[config.mk]
export PLATFORM = sky130hd
export DESIGN_NAME = i2c_eeprom_access_master_top_flat
export DESIGN_NICKNAME = d
export VERILOG_FILES = /design/src/rtl/i2ceam_pkg.sv /design/src/rtl/i2ceam_if.sv /design/src/rtl/i2c_eeprom_access_master_top.sv /design/src/rtl/i2ceam_cfg_regs.sv /design/src/rtl/i2ceam_fsm.sv /design/src/rtl/i2ceam_io_reg.sv /design/src/flat_wrapper.sv
export SDC_FILE = /design/constraint.sdc
export NUM_CORES = 1
export LEC_CHECK = 0
export BUFFER_PORTS_ARGS = -buffer_cell sky130_fd_sc_hd__buf_2
export CAP_MARGIN = 20
export CORE_ASPECT_RATIO = 0.7
export CORE_MARGIN = 2
export CORE_UTILIZATION = 46
export CTS_CLUSTER_DIAMETER = 40
export DETAILED_ROUTE_END_ITERATION = 12
export GPL_TIMING_DRIVEN = 0
export HOLD_SLACK_MARGIN = 0.12
export PLACE_DENSITY_LB_ADDON = 0.08
export SYNTH_ARGS = -nofsm -noshare
export SYNTH_HDL_FRONTEND = slang
export SYNTH_HIERARCHICAL = 1
export SYNTH_SLANG_ARGS = --single-unit
[constraint.sdc]
create_clock -name clk_i -period 4.2 [get_ports clk_i]
set_input_delay 0.84 -clock clk_i [delete_from_list [all_inputs] [get_ports clk_i]]
set_output_delay 0.84 -clock clk_i [all_outputs]
set_load 0.02 [all_outputs]
[src/rtl/i2ceam_pkg.sv]
// ----------------------------------------------------------------------------
// i2ceam_pkg
// Types, codes and constants of the I2C EEPROM access master.
// ----------------------------------------------------------------------------
`default_nettype none

package i2ceam_pkg;

  // memory address width sent to the device, 8 to 16
  localparam int unsigned ADDR_BITS = 16;
  localparam logic [15:0] ADDR_MASK = 16'((32'd1 << ADDR_BITS) - 32'd1);

  localparam int unsigned CFG_IDX_W  = 3;
  localparam int unsigned CFG_DATA_W = 20;
  localparam int unsigned TICK_W     = 20;

  localparam logic [7:0] DEV_BYTE_BASE = 8'hA0;

  typedef enum logic [CFG_IDX_W-1:0] {
    CFG_HALF_BIT    = 3'd0,
    CFG_START_STOP  = 3'd1,
    CFG_ACK_TIMEOUT = 3'd2,
    CFG_WRITE_CYCLE = 3'd3
  } cfg_idx_e;

  typedef enum logic [1:0] {
    CMD_RANDOM_READ  = 2'd0,
    CMD_BYTE_WRITE   = 2'd1,
    CMD_CURRENT_READ = 2'd2
  } cmd_e;

  // byte steps of a transfer
  localparam logic [2:0] STEP_DEV     = 3'd0;
  localparam logic [2:0] STEP_ADDR_HI = 3'd1;
  localparam logic [2:0] STEP_ADDR_LO = 3'd2;
  localparam logic [2:0] STEP_THIRD   = 3'd3;
  localparam logic [2:0] STEP_RX_RAND = 3'd4;

  typedef enum logic [3:0] {
    PH_IDLE, PH_START_A, PH_START_B, PH_SEND_LOW, PH_SEND_HIGH,
    PH_ACK_LOW, PH_ACK_HIGH, PH_RSTART_PREP, PH_RECV_LOW, PH_RECV_HIGH,
    PH_NACK_LOW, PH_NACK_HIGH, PH_STOP_A, PH_STOP_B, PH_STOP_C, PH_WAIT
  } phase_e;

  typedef struct packed {
    logic [7:0]  half_bit_ticks;
    logic [7:0]  start_stop_ticks;
    logic [9:0]  ack_timeout_ticks;
    logic [19:0] write_cycle_ticks;
  } cfg_t;

  typedef struct packed {
    logic        request;
    logic [1:0]  command;
    logic        chip_select_high;
    logic        chip_select_low;
    logic [15:0] mem_address;
    logic [7:0]  write_value;
    logic        sda_in;
  } req_t;

  typedef struct packed {
    logic       scl_level;
    logic       sda_pull_low;
    logic       busy_res;
    logic       done_res;
    logic [7:0] read_byte;
    logic       ack_error;
  } res_t;

endpackage

`default_nettype wire

[src/rtl/i2ceam_if.sv]
// ----------------------------------------------------------------------------
// i2ceam_if
// Handshake channels of the I2C EEPROM access master: tick items in,
// bus results out, configuration writes.
// ----------------------------------------------------------------------------
`default_nettype none

interface i2ceam_req_if;
  logic        valid;
  logic        ready;
  logic        request;
  logic [1:0]  command;
  logic        chip_select_high;
  logic        chip_select_low;
  logic [15:0] mem_address;
  logic [7:0]  write_value;
  logic        sda_in;

  modport source (
    output valid, request, command, chip_select_high, chip_select_low,
           mem_address, write_value, sda_in,
    input  ready
  );
  modport sink (
    input  valid, request, command, chip_select_high, chip_select_low,
           mem_address, write_value, sda_in,
    output ready
  );
endinterface

interface i2ceam_res_if;
  logic       valid;
  logic       ready;
  logic       scl_level;
  logic       sda_pull_low;
  logic       busy_res;
  logic       done_res;
  logic [7:0] read_byte;
  logic       ack_error;

  modport source (
    output valid, scl_level, sda_pull_low, busy_res, done_res, read_byte, ack_error,
    input  ready
  );
  modport sink (
    input  valid, scl_level, sda_pull_low, busy_res, done_res, read_byte, ack_error,
    output ready
  );
endinterface

interface i2ceam_cfg_if;
  logic        valid;
  logic        ready;
  logic [2:0]  addr;
  logic [19:0] data;

  modport source (output valid, addr, data, input ready);
  modport sink (input valid, addr, data, output ready);
endinterface

`default_nettype wire

[src/rtl/i2c_eeprom_access_master_top.sv]
// ----------------------------------------------------------------------------
// i2c_eeprom_access_master_top
// The result of a tick is registered and shown in the cycle after the
// tick is taken. Throughput: one tick per cycle while results are taken;
// the sequencer advances in the cycle it takes a tick and the result register
// frees itself while being read. Reset: asynchronous, active low; sequencer
// idle, both lines released, timing registers at 2, 4, 250 and 10000 ticks.
// ----------------------------------------------------------------------------
`default_nettype none

module i2c_eeprom_access_master_top (
  input wire logic      clk_i,
  input wire logic      rst_ni,
  i2ceam_req_if.sink    req_if,
  i2ceam_res_if.source  res_if,
  i2ceam_cfg_if.sink    cfg_if
);
  import i2ceam_pkg::*;

  cfg_t cfg;
  req_t req;
  res_t res_d;
  res_t res_q;
  logic step_en;

  assign cfg_if.ready = 1'b1;

  i2ceam_cfg_regs u_cfg (
    .clk_i     (clk_i),
    .rst_ni    (rst_ni),
    .wr_en_i   (cfg_if.valid && cfg_if.ready),
    .wr_addr_i (cfg_if.addr),
    .wr_data_i (cfg_if.data),
    .cfg_o     (cfg)
  );

  assign req.request          = req_if.request;
  assign req.command          = req_if.command;
  assign req.chip_select_high = req_if.chip_select_high;
  assign req.chip_select_low  = req_if.chip_select_low;
  assign req.mem_address      = req_if.mem_address;
  assign req.write_value      = req_if.write_value;
  assign req.sda_in           = req_if.sda_in;

  assign step_en = req_if.valid && req_if.ready;

  i2ceam_fsm u_fsm (
    .clk_i     (clk_i),
    .rst_ni    (rst_ni),
    .step_en_i (step_en),
    .req_i     (req),
    .cfg_i     (cfg),
    .res_o     (res_d)
  );

  i2ceam_io_reg u_io (
    .clk_i       (clk_i),
    .rst_ni      (rst_ni),
    .in_valid_i  (req_if.valid),
    .in_ready_o  (req_if.ready),
    .res_i       (res_d),
    .out_valid_o (res_if.valid),
    .out_ready_i (res_if.ready),
    .res_o       (res_q)
  );

  assign res_if.scl_level    = res_q.scl_level;
  assign res_if.sda_pull_low = res_q.sda_pull_low;
  assign res_if.busy_res     = res_q.busy_res;
  assign res_if.done_res     = res_q.done_res;
  assign res_if.read_byte    = res_q.read_byte;
  assign res_if.ack_error    = res_q.ack_error;

`ifndef SYNTHESIS
  a_done_busy: assert property (@(posedge clk_i) disable iff (!rst_ni)
    (res_if.valid && res_if.done_res) |-> res_if.busy_res)
    else $error("done shown outside a transfer");

  a_err_with_done: assert property (@(posedge clk_i) disable iff (!rst_ni)
    (res_if.valid && res_if.ack_error) |-> res_if.done_res)
    else $error("ack error without done");

  a_stall_blocks_input: assert property (@(posedge clk_i) disable iff (!rst_ni)
    (res_if.valid && !res_if.ready) |-> !req_if.ready)
    else $error("tick taken while result held");

  a_result_follows_tick: assert property (@(posedge clk_i) disable iff (!rst_ni)
    step_en |=> res_if.valid)
    else $error("accepted tick produced no result");
`endif

endmodule

`default_nettype wire

[src/rtl/i2ceam_cfg_regs.sv]
// ----------------------------------------------------------------------------
// i2ceam_cfg_regs
// Timing registers of the I2C EEPROM access master, one register per write.
// ----------------------------------------------------------------------------
`default_nettype none

module i2ceam_cfg_regs (
  input  wire logic                              clk_i,
  input  wire logic                              rst_ni,
  input  wire logic                              wr_en_i,
  input  wire logic [i2ceam_pkg::CFG_IDX_W-1:0]  wr_addr_i,
  input  wire logic [i2ceam_pkg::CFG_DATA_W-1:0] wr_data_i,
  output i2ceam_pkg::cfg_t                       cfg_o
);
  import i2ceam_pkg::*;

  cfg_t cfg_q;

  always_ff @(posedge clk_i or negedge rst_ni) begin
    if (!rst_ni) begin
      cfg_q.half_bit_ticks    <= 8'd2;
      cfg_q.start_stop_ticks  <= 8'd4;
      cfg_q.ack_timeout_ticks <= 10'd250;
      cfg_q.write_cycle_ticks <= 20'd10000;
    end else if (wr_en_i) begin
      case (cfg_idx_e'(wr_addr_i))
        CFG_HALF_BIT:    cfg_q.half_bit_ticks    <= wr_data_i[7:0];
        CFG_START_STOP:  cfg_q.start_stop_ticks  <= wr_data_i[7:0];
        CFG_ACK_TIMEOUT: cfg_q.ack_timeout_ticks <= wr_data_i[9:0];
        CFG_WRITE_CYCLE: cfg_q.write_cycle_ticks <= wr_data_i[19:0];
        default: ;
      endcase
    end
  end

  assign cfg_o = cfg_q;

endmodule

`default_nettype wire

[src/rtl/i2ceam_fsm.sv]
// ----------------------------------------------------------------------------
// i2ceam_fsm
// Bus sequencer: start, byte shifts, ACK slots, repeated start, read with
// NACK, stop and write wait. Advances one phase step per accepted tick.
// ----------------------------------------------------------------------------
`default_nettype none

module i2ceam_fsm (
  input  wire logic        clk_i,
  input  wire logic        rst_ni,
  input  wire logic        step_en_i,
  input  i2ceam_pkg::req_t req_i,
  input  i2ceam_pkg::cfg_t cfg_i,
  output i2ceam_pkg::res_t res_o
);
  import i2ceam_pkg::*;

  phase_e            phase_q, phase_d;
  logic [TICK_W-1:0] tick_q, tick_d;
  logic [3:0]        bit_q, bit_d;
  logic [7:0]        shift_q, shift_d;
  logic [2:0]        step_q, step_d;
  logic [1:0]        cmd_q, cmd_d;
  logic [1:0]        cs_q, cs_d;
  logic [15:0]       addr_q, addr_d;
  logic [7:0]        value_q, value_d;
  logic [7:0]        rx_q, rx_d;
  logic              err_q, err_d;

  logic [TICK_W-1:0] tick_inc, len, len_n;
  logic              over;
  logic [3:0]        bit_inc;
  logic [2:0]        next_step;
  logic              next_recv;
  logic [7:0]        next_byte;
  logic              finish;
  logic [7:0]        dev_byte;

  function automatic logic [7:0] byte_for_step(input logic [2:0] step,
                                               input logic [1:0] cmd,
                                               input logic [7:0] dev,
                                               input logic [15:0] addr,
                                               input logic [7:0] value);
    logic [7:0] b;
    case (step)
      STEP_DEV:     b = dev | {7'd0, cmd == CMD_CURRENT_READ};
      STEP_ADDR_HI: b = addr[15:8];
      STEP_ADDR_LO: b = addr[7:0];
      STEP_THIRD:   b = (cmd == CMD_RANDOM_READ) ? (dev | 8'h01) : value;
      default:      b = 8'h00;
    endcase
    return b;
  endfunction

  assign dev_byte = DEV_BYTE_BASE | {5'd0, cs_q, 1'b0};
  assign tick_inc = tick_q + 20'd1;
  assign bit_inc  = bit_q + 4'd1;

  // length of the running phase; zero counts as one tick
  always_comb begin
    case (phase_q)
      PH_START_A, PH_START_B, PH_STOP_A, PH_STOP_B, PH_STOP_C:
        len = {12'd0, cfg_i.start_stop_ticks};
      PH_ACK_HIGH: len = {10'd0, cfg_i.ack_timeout_ticks};
      PH_WAIT:     len = cfg_i.write_cycle_ticks;
      default:     len = {12'd0, cfg_i.half_bit_ticks};
    endcase
    len_n = (len == '0) ? 20'd1 : len;
    over  = (tick_inc >= len_n);
  end

  // byte step that follows an acknowledged byte
  always_comb begin
    if (step_q == STEP_DEV && cmd_q != CMD_CURRENT_READ) begin
      next_step = (ADDR_BITS > 8) ? STEP_ADDR_HI : STEP_ADDR_LO;
    end else begin
      next_step = step_q + 3'd1;
    end
    next_recv = (cmd_q == CMD_RANDOM_READ && next_step == STEP_RX_RAND) ||
                (cmd_q == CMD_CURRENT_READ && next_step == STEP_ADDR_HI);
    next_byte = byte_for_step(next_step, cmd_q, dev_byte, addr_q, value_q);
  end

  always_comb begin
    phase_d = phase_q;
    tick_d  = tick_q;
    bit_d   = bit_q;
    shift_d = shift_q;
    step_d  = step_q;
    cmd_d   = cmd_q;
    cs_d    = cs_q;
    addr_d  = addr_q;
    value_d = value_q;
    rx_d    = rx_q;
    err_d   = err_q;
    finish  = 1'b0;

    res_o.scl_level    = 1'b1;
    res_o.sda_pull_low = 1'b0;
    case (phase_q)
      PH_START_B:   res_o.sda_pull_low = 1'b1;
      PH_SEND_LOW: begin
        res_o.scl_level    = 1'b0;
        res_o.sda_pull_low = ~shift_q[7];
      end
      PH_SEND_HIGH: res_o.sda_pull_low = ~shift_q[7];
      PH_ACK_LOW, PH_RSTART_PREP, PH_RECV_LOW, PH_NACK_LOW:
        res_o.scl_level = 1'b0;
      PH_STOP_A: begin
        res_o.scl_level    = 1'b0;
        res_o.sda_pull_low = 1'b1;
      end
      PH_STOP_B:    res_o.sda_pull_low = 1'b1;
      default: ;
    endcase
    res_o.busy_res = (phase_q != PH_IDLE);

    if (phase_q != PH_IDLE && phase_q != PH_ACK_HIGH) begin
      tick_d = over ? '0 : tick_inc;
    end

    case (phase_q)
      PH_IDLE: begin
        if (req_i.request && req_i.command <= CMD_CURRENT_READ) begin
          cmd_d   = req_i.command;
          cs_d    = {req_i.chip_select_high, req_i.chip_select_low};
          addr_d  = req_i.mem_address & ADDR_MASK;
          value_d = req_i.write_value;
          if (req_i.command != CMD_BYTE_WRITE) rx_d = 8'h00;
          err_d   = 1'b0;
          step_d  = STEP_DEV;
          bit_d   = 4'd0;
          tick_d  = '0;
          phase_d = PH_START_A;
        end
      end
      PH_START_A:   if (over) phase_d = PH_START_B;
      PH_START_B: begin
        if (over) begin
          bit_d = 4'd0;
          if ((cmd_q == CMD_RANDOM_READ && step_q == STEP_RX_RAND) ||
              (cmd_q == CMD_CURRENT_READ && step_q == STEP_ADDR_HI)) begin
            shift_d = 8'h00;
            phase_d = PH_RECV_LOW;
          end else begin
            shift_d = byte_for_step(step_q, cmd_q, dev_byte, addr_q, value_q);
            phase_d = PH_SEND_LOW;
          end
        end
      end
      PH_SEND_LOW:  if (over) phase_d = PH_SEND_HIGH;
      PH_SEND_HIGH: begin
        if (over) begin
          shift_d = {shift_q[6:0], 1'b0};
          if (bit_inc >= 4'd8) begin
            bit_d   = 4'd0;
            phase_d = PH_ACK_LOW;
          end else begin
            bit_d   = bit_inc;
            phase_d = PH_SEND_LOW;
          end
        end
      end
      PH_ACK_LOW:   if (over) phase_d = PH_ACK_HIGH;
      PH_ACK_HIGH: begin
        if (!req_i.sda_in) begin
          tick_d = '0;
          if (step_q == STEP_ADDR_LO && cmd_q == CMD_RANDOM_READ) begin
            step_d  = STEP_THIRD;
            phase_d = PH_RSTART_PREP;
          end else if (step_q == STEP_THIRD && cmd_q == CMD_BYTE_WRITE) begin
            phase_d = PH_STOP_A;
          end else begin
            step_d = next_step;
            bit_d  = 4'd0;
            if (next_recv) begin
              shift_d = 8'h00;
              phase_d = PH_RECV_LOW;
            end else begin
              shift_d = next_byte;
              phase_d = PH_SEND_LOW;
            end
          end
        end else begin
          tick_d = over ? '0 : tick_inc;
          if (over) begin
            err_d   = 1'b1;
            phase_d = PH_STOP_A;
          end
        end
      end
      PH_RSTART_PREP: if (over) phase_d = PH_START_A;
      PH_RECV_LOW:    if (over) phase_d = PH_RECV_HIGH;
      PH_RECV_HIGH: begin
        if (over) begin
          shift_d = {shift_q[6:0], req_i.sda_in};
          if (bit_inc >= 4'd8) begin
            bit_d   = 4'd0;
            rx_d    = {shift_q[6:0], req_i.sda_in};
            phase_d = PH_NACK_LOW;
          end else begin
            bit_d   = bit_inc;
            phase_d = PH_RECV_LOW;
          end
        end
      end
      PH_NACK_LOW:  if (over) phase_d = PH_NACK_HIGH;
      PH_NACK_HIGH: if (over) phase_d = PH_STOP_A;
      PH_STOP_A:    if (over) phase_d = PH_STOP_B;
      PH_STOP_B:    if (over) phase_d = PH_STOP_C;
      PH_STOP_C: begin
        if (over) begin
          if (cmd_q == CMD_BYTE_WRITE && !err_q && cfg_i.write_cycle_ticks != '0) begin
            phase_d = PH_WAIT;
          end else begin
            finish = 1'b1;
          end
        end
      end
      PH_WAIT:      if (over) finish = 1'b1;
      default: begin
        phase_d = PH_IDLE;
        tick_d  = '0;
      end
    endcase

    if (finish) begin
      phase_d = PH_IDLE;
      tick_d  = '0;
    end

    res_o.done_res  = finish;
    res_o.read_byte = rx_d;
    res_o.ack_error = finish && err_d;
  end

  always_ff @(posedge clk_i or negedge rst_ni) begin
    if (!rst_ni) begin
      phase_q <= PH_IDLE;
      tick_q  <= '0;
      bit_q   <= 4'd0;
      shift_q <= 8'h00;
      step_q  <= STEP_DEV;
      cmd_q   <= CMD_RANDOM_READ;
      cs_q    <= 2'd0;
      addr_q  <= 16'd0;
      value_q <= 8'h00;
      rx_q    <= 8'h00;
      err_q   <= 1'b0;
    end else if (step_en_i) begin
      phase_q <= phase_d;
      tick_q  <= tick_d;
      bit_q   <= bit_d;
      shift_q <= shift_d;
      step_q  <= step_d;
      cmd_q   <= cmd_d;
      cs_q    <= cs_d;
      addr_q  <= addr_d;
      value_q <= value_d;
      rx_q    <= rx_d;
      err_q   <= err_d;
    end
  end

`ifndef SYNTHESIS
  a_idle_tick_zero: assert property (@(posedge clk_i) disable iff (!rst_ni)
    (phase_q == PH_IDLE) |-> (tick_q == '0))
    else $error("tick counter not cleared in idle");

  a_bit_index_range: assert property (@(posedge clk_i) disable iff (!rst_ni)
    bit_q < 4'd8)
    else $error("bit index out of range");

  a_stop_after_timeout: assert property (@(posedge clk_i) disable iff (!rst_ni)
    (step_en_i && phase_q == PH_ACK_HIGH && req_i.sda_in && over) |=>
      (phase_q == PH_STOP_A && err_q))
    else $error("missing acknowledge did not lead to stop");
`endif

endmodule

`default_nettype wire

[src/rtl/i2ceam_io_reg.sv]
// ----------------------------------------------------------------------------
// i2ceam_io_reg
// Result register between the sequencer and the result channel; takes a
// new tick while the held result is being taken.
// ----------------------------------------------------------------------------
`default_nettype none

module i2ceam_io_reg (
  input  wire logic        clk_i,
  input  wire logic        rst_ni,
  input  wire logic        in_valid_i,
  output logic             in_ready_o,
  input  i2ceam_pkg::res_t res_i,
  output logic             out_valid_o,
  input  wire logic        out_ready_i,
  output i2ceam_pkg::res_t res_o
);
  import i2ceam_pkg::*;

  logic valid_q;
  res_t res_q;

  assign in_ready_o = !valid_q || out_ready_i;

  always_ff @(posedge clk_i or negedge rst_ni) begin
    if (!rst_ni) begin
      valid_q <= 1'b0;
    end else if (in_valid_i && in_ready_o) begin
      valid_q <= 1'b1;
    end else if (out_ready_i) begin
      valid_q <= 1'b0;
    end
  end

  always_ff @(posedge clk_i) begin
    if (in_valid_i && in_ready_o) begin
      res_q <= res_i;
    end
  end

  assign out_valid_o = valid_q;
  assign res_o       = res_q;

endmodule

`default_nettype wire

[src/flat_wrapper.sv]
// flat-port wrapper written by rule: the top's interface ports become plain ports
module i2c_eeprom_access_master_top_flat import i2ceam_pkg::*;
  (clk_i, rst_ni, req_if_valid, req_if_request, req_if_command, req_if_chip_select_high, req_if_chip_select_low, req_if_mem_address, req_if_write_value, req_if_sda_in, req_if_ready, res_if_valid, res_if_scl_level, res_if_sda_pull_low, res_if_busy_res, res_if_done_res, res_if_read_byte, res_if_ack_error, res_if_ready, cfg_if_valid, cfg_if_addr, cfg_if_data, cfg_if_ready);
  i2ceam_req_if req_if_i ();
  i2ceam_res_if res_if_i ();
  i2ceam_cfg_if cfg_if_i ();
  input wire logic clk_i;
  input wire logic rst_ni;
  input wire logic [$bits(req_if_i.valid)-1:0] req_if_valid;
  input wire logic [$bits(req_if_i.request)-1:0] req_if_request;
  input wire logic [$bits(req_if_i.command)-1:0] req_if_command;
  input wire logic [$bits(req_if_i.chip_select_high)-1:0] req_if_chip_select_high;
  input wire logic [$bits(req_if_i.chip_select_low)-1:0] req_if_chip_select_low;
  input wire logic [$bits(req_if_i.mem_address)-1:0] req_if_mem_address;
  input wire logic [$bits(req_if_i.write_value)-1:0] req_if_write_value;
  input wire logic [$bits(req_if_i.sda_in)-1:0] req_if_sda_in;
  output wire logic [$bits(req_if_i.ready)-1:0] req_if_ready;
  output wire logic [$bits(res_if_i.valid)-1:0] res_if_valid;
  output wire logic [$bits(res_if_i.scl_level)-1:0] res_if_scl_level;
  output wire logic [$bits(res_if_i.sda_pull_low)-1:0] res_if_sda_pull_low;
  output wire logic [$bits(res_if_i.busy_res)-1:0] res_if_busy_res;
  output wire logic [$bits(res_if_i.done_res)-1:0] res_if_done_res;
  output wire logic [$bits(res_if_i.read_byte)-1:0] res_if_read_byte;
  output wire logic [$bits(res_if_i.ack_error)-1:0] res_if_ack_error;
  input wire logic [$bits(res_if_i.ready)-1:0] res_if_ready;
  input wire logic [$bits(cfg_if_i.valid)-1:0] cfg_if_valid;
  input wire logic [$bits(cfg_if_i.addr)-1:0] cfg_if_addr;
  input wire logic [$bits(cfg_if_i.data)-1:0] cfg_if_data;
  output wire logic [$bits(cfg_if_i.ready)-1:0] cfg_if_ready;
  assign req_if_i.valid = req_if_valid;
  assign req_if_i.request = req_if_request;
  assign req_if_i.command = req_if_command;
  assign req_if_i.chip_select_high = req_if_chip_select_high;
  assign req_if_i.chip_select_low = req_if_chip_select_low;
  assign req_if_i.mem_address = req_if_mem_address;
  assign req_if_i.write_value = req_if_write_value;
  assign req_if_i.sda_in = req_if_sda_in;
  assign req_if_ready = req_if_i.ready;
  assign res_if_valid = res_if_i.valid;
  assign res_if_scl_level = res_if_i.scl_level;
  assign res_if_sda_pull_low = res_if_i.sda_pull_low;
  assign res_if_busy_res = res_if_i.busy_res;
  assign res_if_done_res = res_if_i.done_res;
  assign res_if_read_byte = res_if_i.read_byte;
  assign res_if_ack_error = res_if_i.ack_error;
  assign res_if_i.ready = res_if_ready;
  assign cfg_if_i.valid = cfg_if_valid;
  assign cfg_if_i.addr = cfg_if_addr;
  assign cfg_if_i.data = cfg_if_data;
  assign cfg_if_ready = cfg_if_i.ready;
  i2c_eeprom_access_master_top u_core (.clk_i(clk_i), .rst_ni(rst_ni), .req_if(req_if_i), .res_if(res_if_i), .cfg_if(cfg_if_i));
endmodule
==> run_results.csv <==
group,metric,value,unit
hold_path,hold_path.class,"input port to asynchronous set/reset pin",
placement,gp_congestion,0.872,
worst_setup_path,critPathRequiredTime,4.36,ns
routing,firstDrtPassIters,5,
routing,drt_wl_total,21800,µm
global_route,grt_pass1_wl,35000,µm
floorplanning,die_w,161,µm
worst_setup_path,path_cells,"ha_1, nand4_1, nor3_4, buf_4, nand3_1, xnor2_1, ha_1, nand2_1, o21ai_1, a221oi_4, buf_4, nand3_4, and3_1, buf_4, buf_4, nand2_1, o21ai_1",
sta,finalCritPeriodShare,94.6,%
finish,layout_commonest_cell,"dfrtp_1",
clocking,clk_pin_slew,0.06,ns
clocking,clk_latency,0.42,ns
sta,worst_pin_slew,0.761,ns
synthesis,syn-num-nets,866,
floorplanning,core-area,17000,µm²
finish,fin_nets,971,
synthesis,synth_edf_count,13,
status,status,"finished clean",
routing,avgViaCountPerCell,5.91,
pwr,p_total,5.79,mW
worst_setup_path,cp_max_fo,10,
placement,post-place-cells,1084,
clocking,clockRootBuffer,"clkbuf_16",
routing,wire_per_inst,19.3,µm
global_route,grt.overflow.total,0,
finish,insertedDiodeCount,0,
worst_setup_path,cp-start-kind,"flop",
floorplanning,dieHeight,114,µm
placement,hpwl,16100,µm
worst_setup_path,crit_path_frequent_cell,"buf_4",
sta,finalClockSkew,0.00950,ns
synthesis,ys_seq_area_share,44.0,%
sta,worst_hold_slack,0.356,ns
pwr,p_leak,4.08,nW
worst_setup_path,end_kind,"flop",
global_route,grt_util_all_layers,24.7,%
synthesis,synth_area,7920,µm²
clocking,cts_max_level,4,
routing,drc,0,
pwr,power_density,615,nW/µm²
finish,layout-drive-gt1-share,29.0,%
sta,maxSlewHeadroom,49.1,%
global_route,grt_max_degree,72,
synthesis,syn_inst,781,
sta,max_freq,0.252,GHz
pwr,ir_worst_vdd,0.000256,V
routing,drt-initial-drc-count,489,
clocking,cts_hold_buf,0,
synthesis,synth-seq-cells,136,
global_route,grt_pass1_vias,6352,
floorplanning,initial_utilization,46.5,%
finish,layoutNonFillerInstCount,1130,
placement,port_buffers,71,
routing,antenna_left,0,
floorplanning,ios,74,
clocking,cts_buffers,17,
floorplanning,dieArea,18300,µm²
floorplanning,row_count,40,
finish,final_cell_mix,"dfrtp_1 (109), nand2_1 (86), buf_2 (84), mux2_2 (67), nor2_1 (39)",
sta,fin_crit,3.97,ns
worst_setup_path,critPathSlowestCell,"dfrtp_1",
sta,hold_violations,0,
global_route,antenna_found_initial,0,
clocking,cts_sinks,136,
synthesis,ys_warn_count,6,
routing,vias,6674,
worst_setup_path,critPathKind,"flop to flop",
worst_setup_path,crit_arrival,4.13,ns
worst_setup_path,max_stage_delay,0.47,ns
synthesis,async_flop_share,90.4,%
sta,setup_viol,0,
finish,syn_to_final_growth,18.9,%
worst_setup_path,rrSetupSlack,0.23,ns
clocking,clock_path_buffers,2,
synthesis,synth_area_per_cell,10.1,µm²
job,drv_cap,0,
synthesis,synth_top_flop_cell,"dfrtp_1",
clocking,cts_tree,"yes",
sta,drv_slew,0,
synthesis,synthDistinctLibCells,81,
-- report_power, final --
group	internal [mW]	switching (mW)	total (mW)
logic	0.951	1.34	2.29
clock network	0.950	0.572	1.52
registers	1.67	0.299	1.97
total	3.58	2.21	5.79
-- sequential cells by signal, summed over array words and instances (netlist names) --
name and flops:
u_core/u_cfg/cfg_o 46, u_core/u_fsm/tick_q 20, u_core/u_fsm/addr_q 16, u_core/u_io/res_o 13, u_core/u_fsm/rx_q 8, u_core/u_fsm/shift_q 8
u_core/u_fsm/value_q 8, u_core/u_fsm/bit_q 4, u_core/u_fsm/phase_q 4, u_core/u_fsm/step_q 3, u_core/u_fsm/cmd_q 2, u_core/u_fsm/cs_q 2
u_core/u_fsm/err_q 1, u_core/u_io/out_valid_o 1
-- path summary, 6_finish.rpt --
kind | from | depth (start not counted) | end
min in group clk_i | u_core/u_fsm/rx_q[5]$_DFFE_PN0P_ | 1 | u_core/u_fsm/rx_q[5]$_DFFE_PN0P_
min reg2reg | u_core/u_fsm/rx_q[5]$_DFFE_PN0P_ | 1 | u_core/u_fsm/rx_q[5]$_DFFE_PN0P_
max | u_core/u_fsm/tick_q[0]$_DFFE_PN0P_ | 17 | u_core/u_io/res_o[6]$_DFFE_PP_
max in group asynchronous | rst_ni | 2 | u_core/u_cfg/cfg_o[32]$_DFFE_PN1P_
min | rst_ni | 1 | u_core/u_fsm/addr_q[10]$_DFFE_PN0P_
max reg2reg | u_core/u_fsm/tick_q[0]$_DFFE_PN0P_ | 17 | u_core/u_io/res_o[6]$_DFFE_PP_
-- critical path: cells and delay by family (launching register included) --
family                   cells  cell delay [ns]
AND/OR/NAND/NOR              7             1.23
buffers and inverters        4             0.68
adder cells (fa/ha/maj)      2             0.59
AO/OA/AOI/OAI                3             0.49
flip-flops                   1             0.47
XOR/XNOR                     1             0.24
-- repair_timing --
action / CTS / global route
setup buffers: 4 / 10
pin swaps: 1 / 6
setup endpoints to repair: 51 / 51
gates resized for setup: 6 / 28
-- kinds of logic (layout without fill, tap and decap cells) --
logic type,after synthesis,after routing,share of synthesized area (%)
compound gates,197,197,17.8
xor+xnor,20,20,2.21
flops,136,136,44.0
simple gates,242,242,15.8
mux,83,83,11.7
buf+inv,75,193,4.20
fa+ha+maj,27,27,4.27
other cells,1,1,0.0473
-- through the flow --
| step | utilization [%] | cell area [µm²] | worst slack (ns) | TNS (ns) |
|---|---|---|---|---|
| after global placement | 50.3 | 8560 | -0.310 | -9.28 |
| after detailed placement | 50.5 | 8600 | -0.373 | -12.09 |
| final | 55.3 | 9420 | 0.228 | 0 |
| after floorplan | - | 7920 | 0.643 | 0 |
| after CTS | 54.5 | 9270 | 0.0190 | 0 |
| after global routing | 55.3 | 9420 | -0.0121 | -0.0121 |
-- synthesized netlist by cell type, types with 3 or more instances --
master    number  area (µm²)
mux2i_1        7        70.1
nand3_1       30         150
a22oi_1       20         150
or3_1          3        18.8
xor2_1         9        78.8
o32ai_1        3        26.3
dfrtp_1      110        2750
nand2_1       86         323
clkbuf_1      18        67.6
o22ai_1        3        18.8
a21o_1         4        30.0
a21oi_1       32         160
o31ai_1        3        22.5
and3_1         6        37.5
o21ai_0       37         185
a211oi_1       8        60.1
o21ai_1       22         110
mux2_2        67         754
nor2_1        42         158
nor4_1         6        37.5
buf_2         17        85.1
inv_1         29         109
nand3b_1       4        30.0
edfxtp_1      13         390
nand2b_1       8        50.1
buf_4          6        45.0
a32o_1        21         210
xnor2_1       11        96.3
nand4_1        8        50.1
nor2b_1        7        43.8
nor4b_1        3        26.3
o211ai_1       4        30.0
a31oi_1        5        31.3
a221oi_1       8        70.1
ha_1          27         338
dfstp_2       13         342
nor3_1        15        75.1
mux2_1         9         101
-- layer usage --
metal	GRT usage, %	share of wire (%)	vias up
met2	33.6	40	250
li1	-	-	3100
met5	0	0	-
met1	37.4	50	3308
met4	5.95	0.82	0
met3	8.36	8.4	16
-- layout make-up --
cell class / count / area, µm²
inverter: 31 / 116
fill: 1521 / 7600
multi-input combinational: 570 / 4180
clock inverter: 11 / 150
sequential: 136 / 3490
buffer: 44 / 233
timing repair buffer: 86 / 507
clock buffer: 21 / 450
tap: 231 / 289
(Power assumes the default switching activity.)
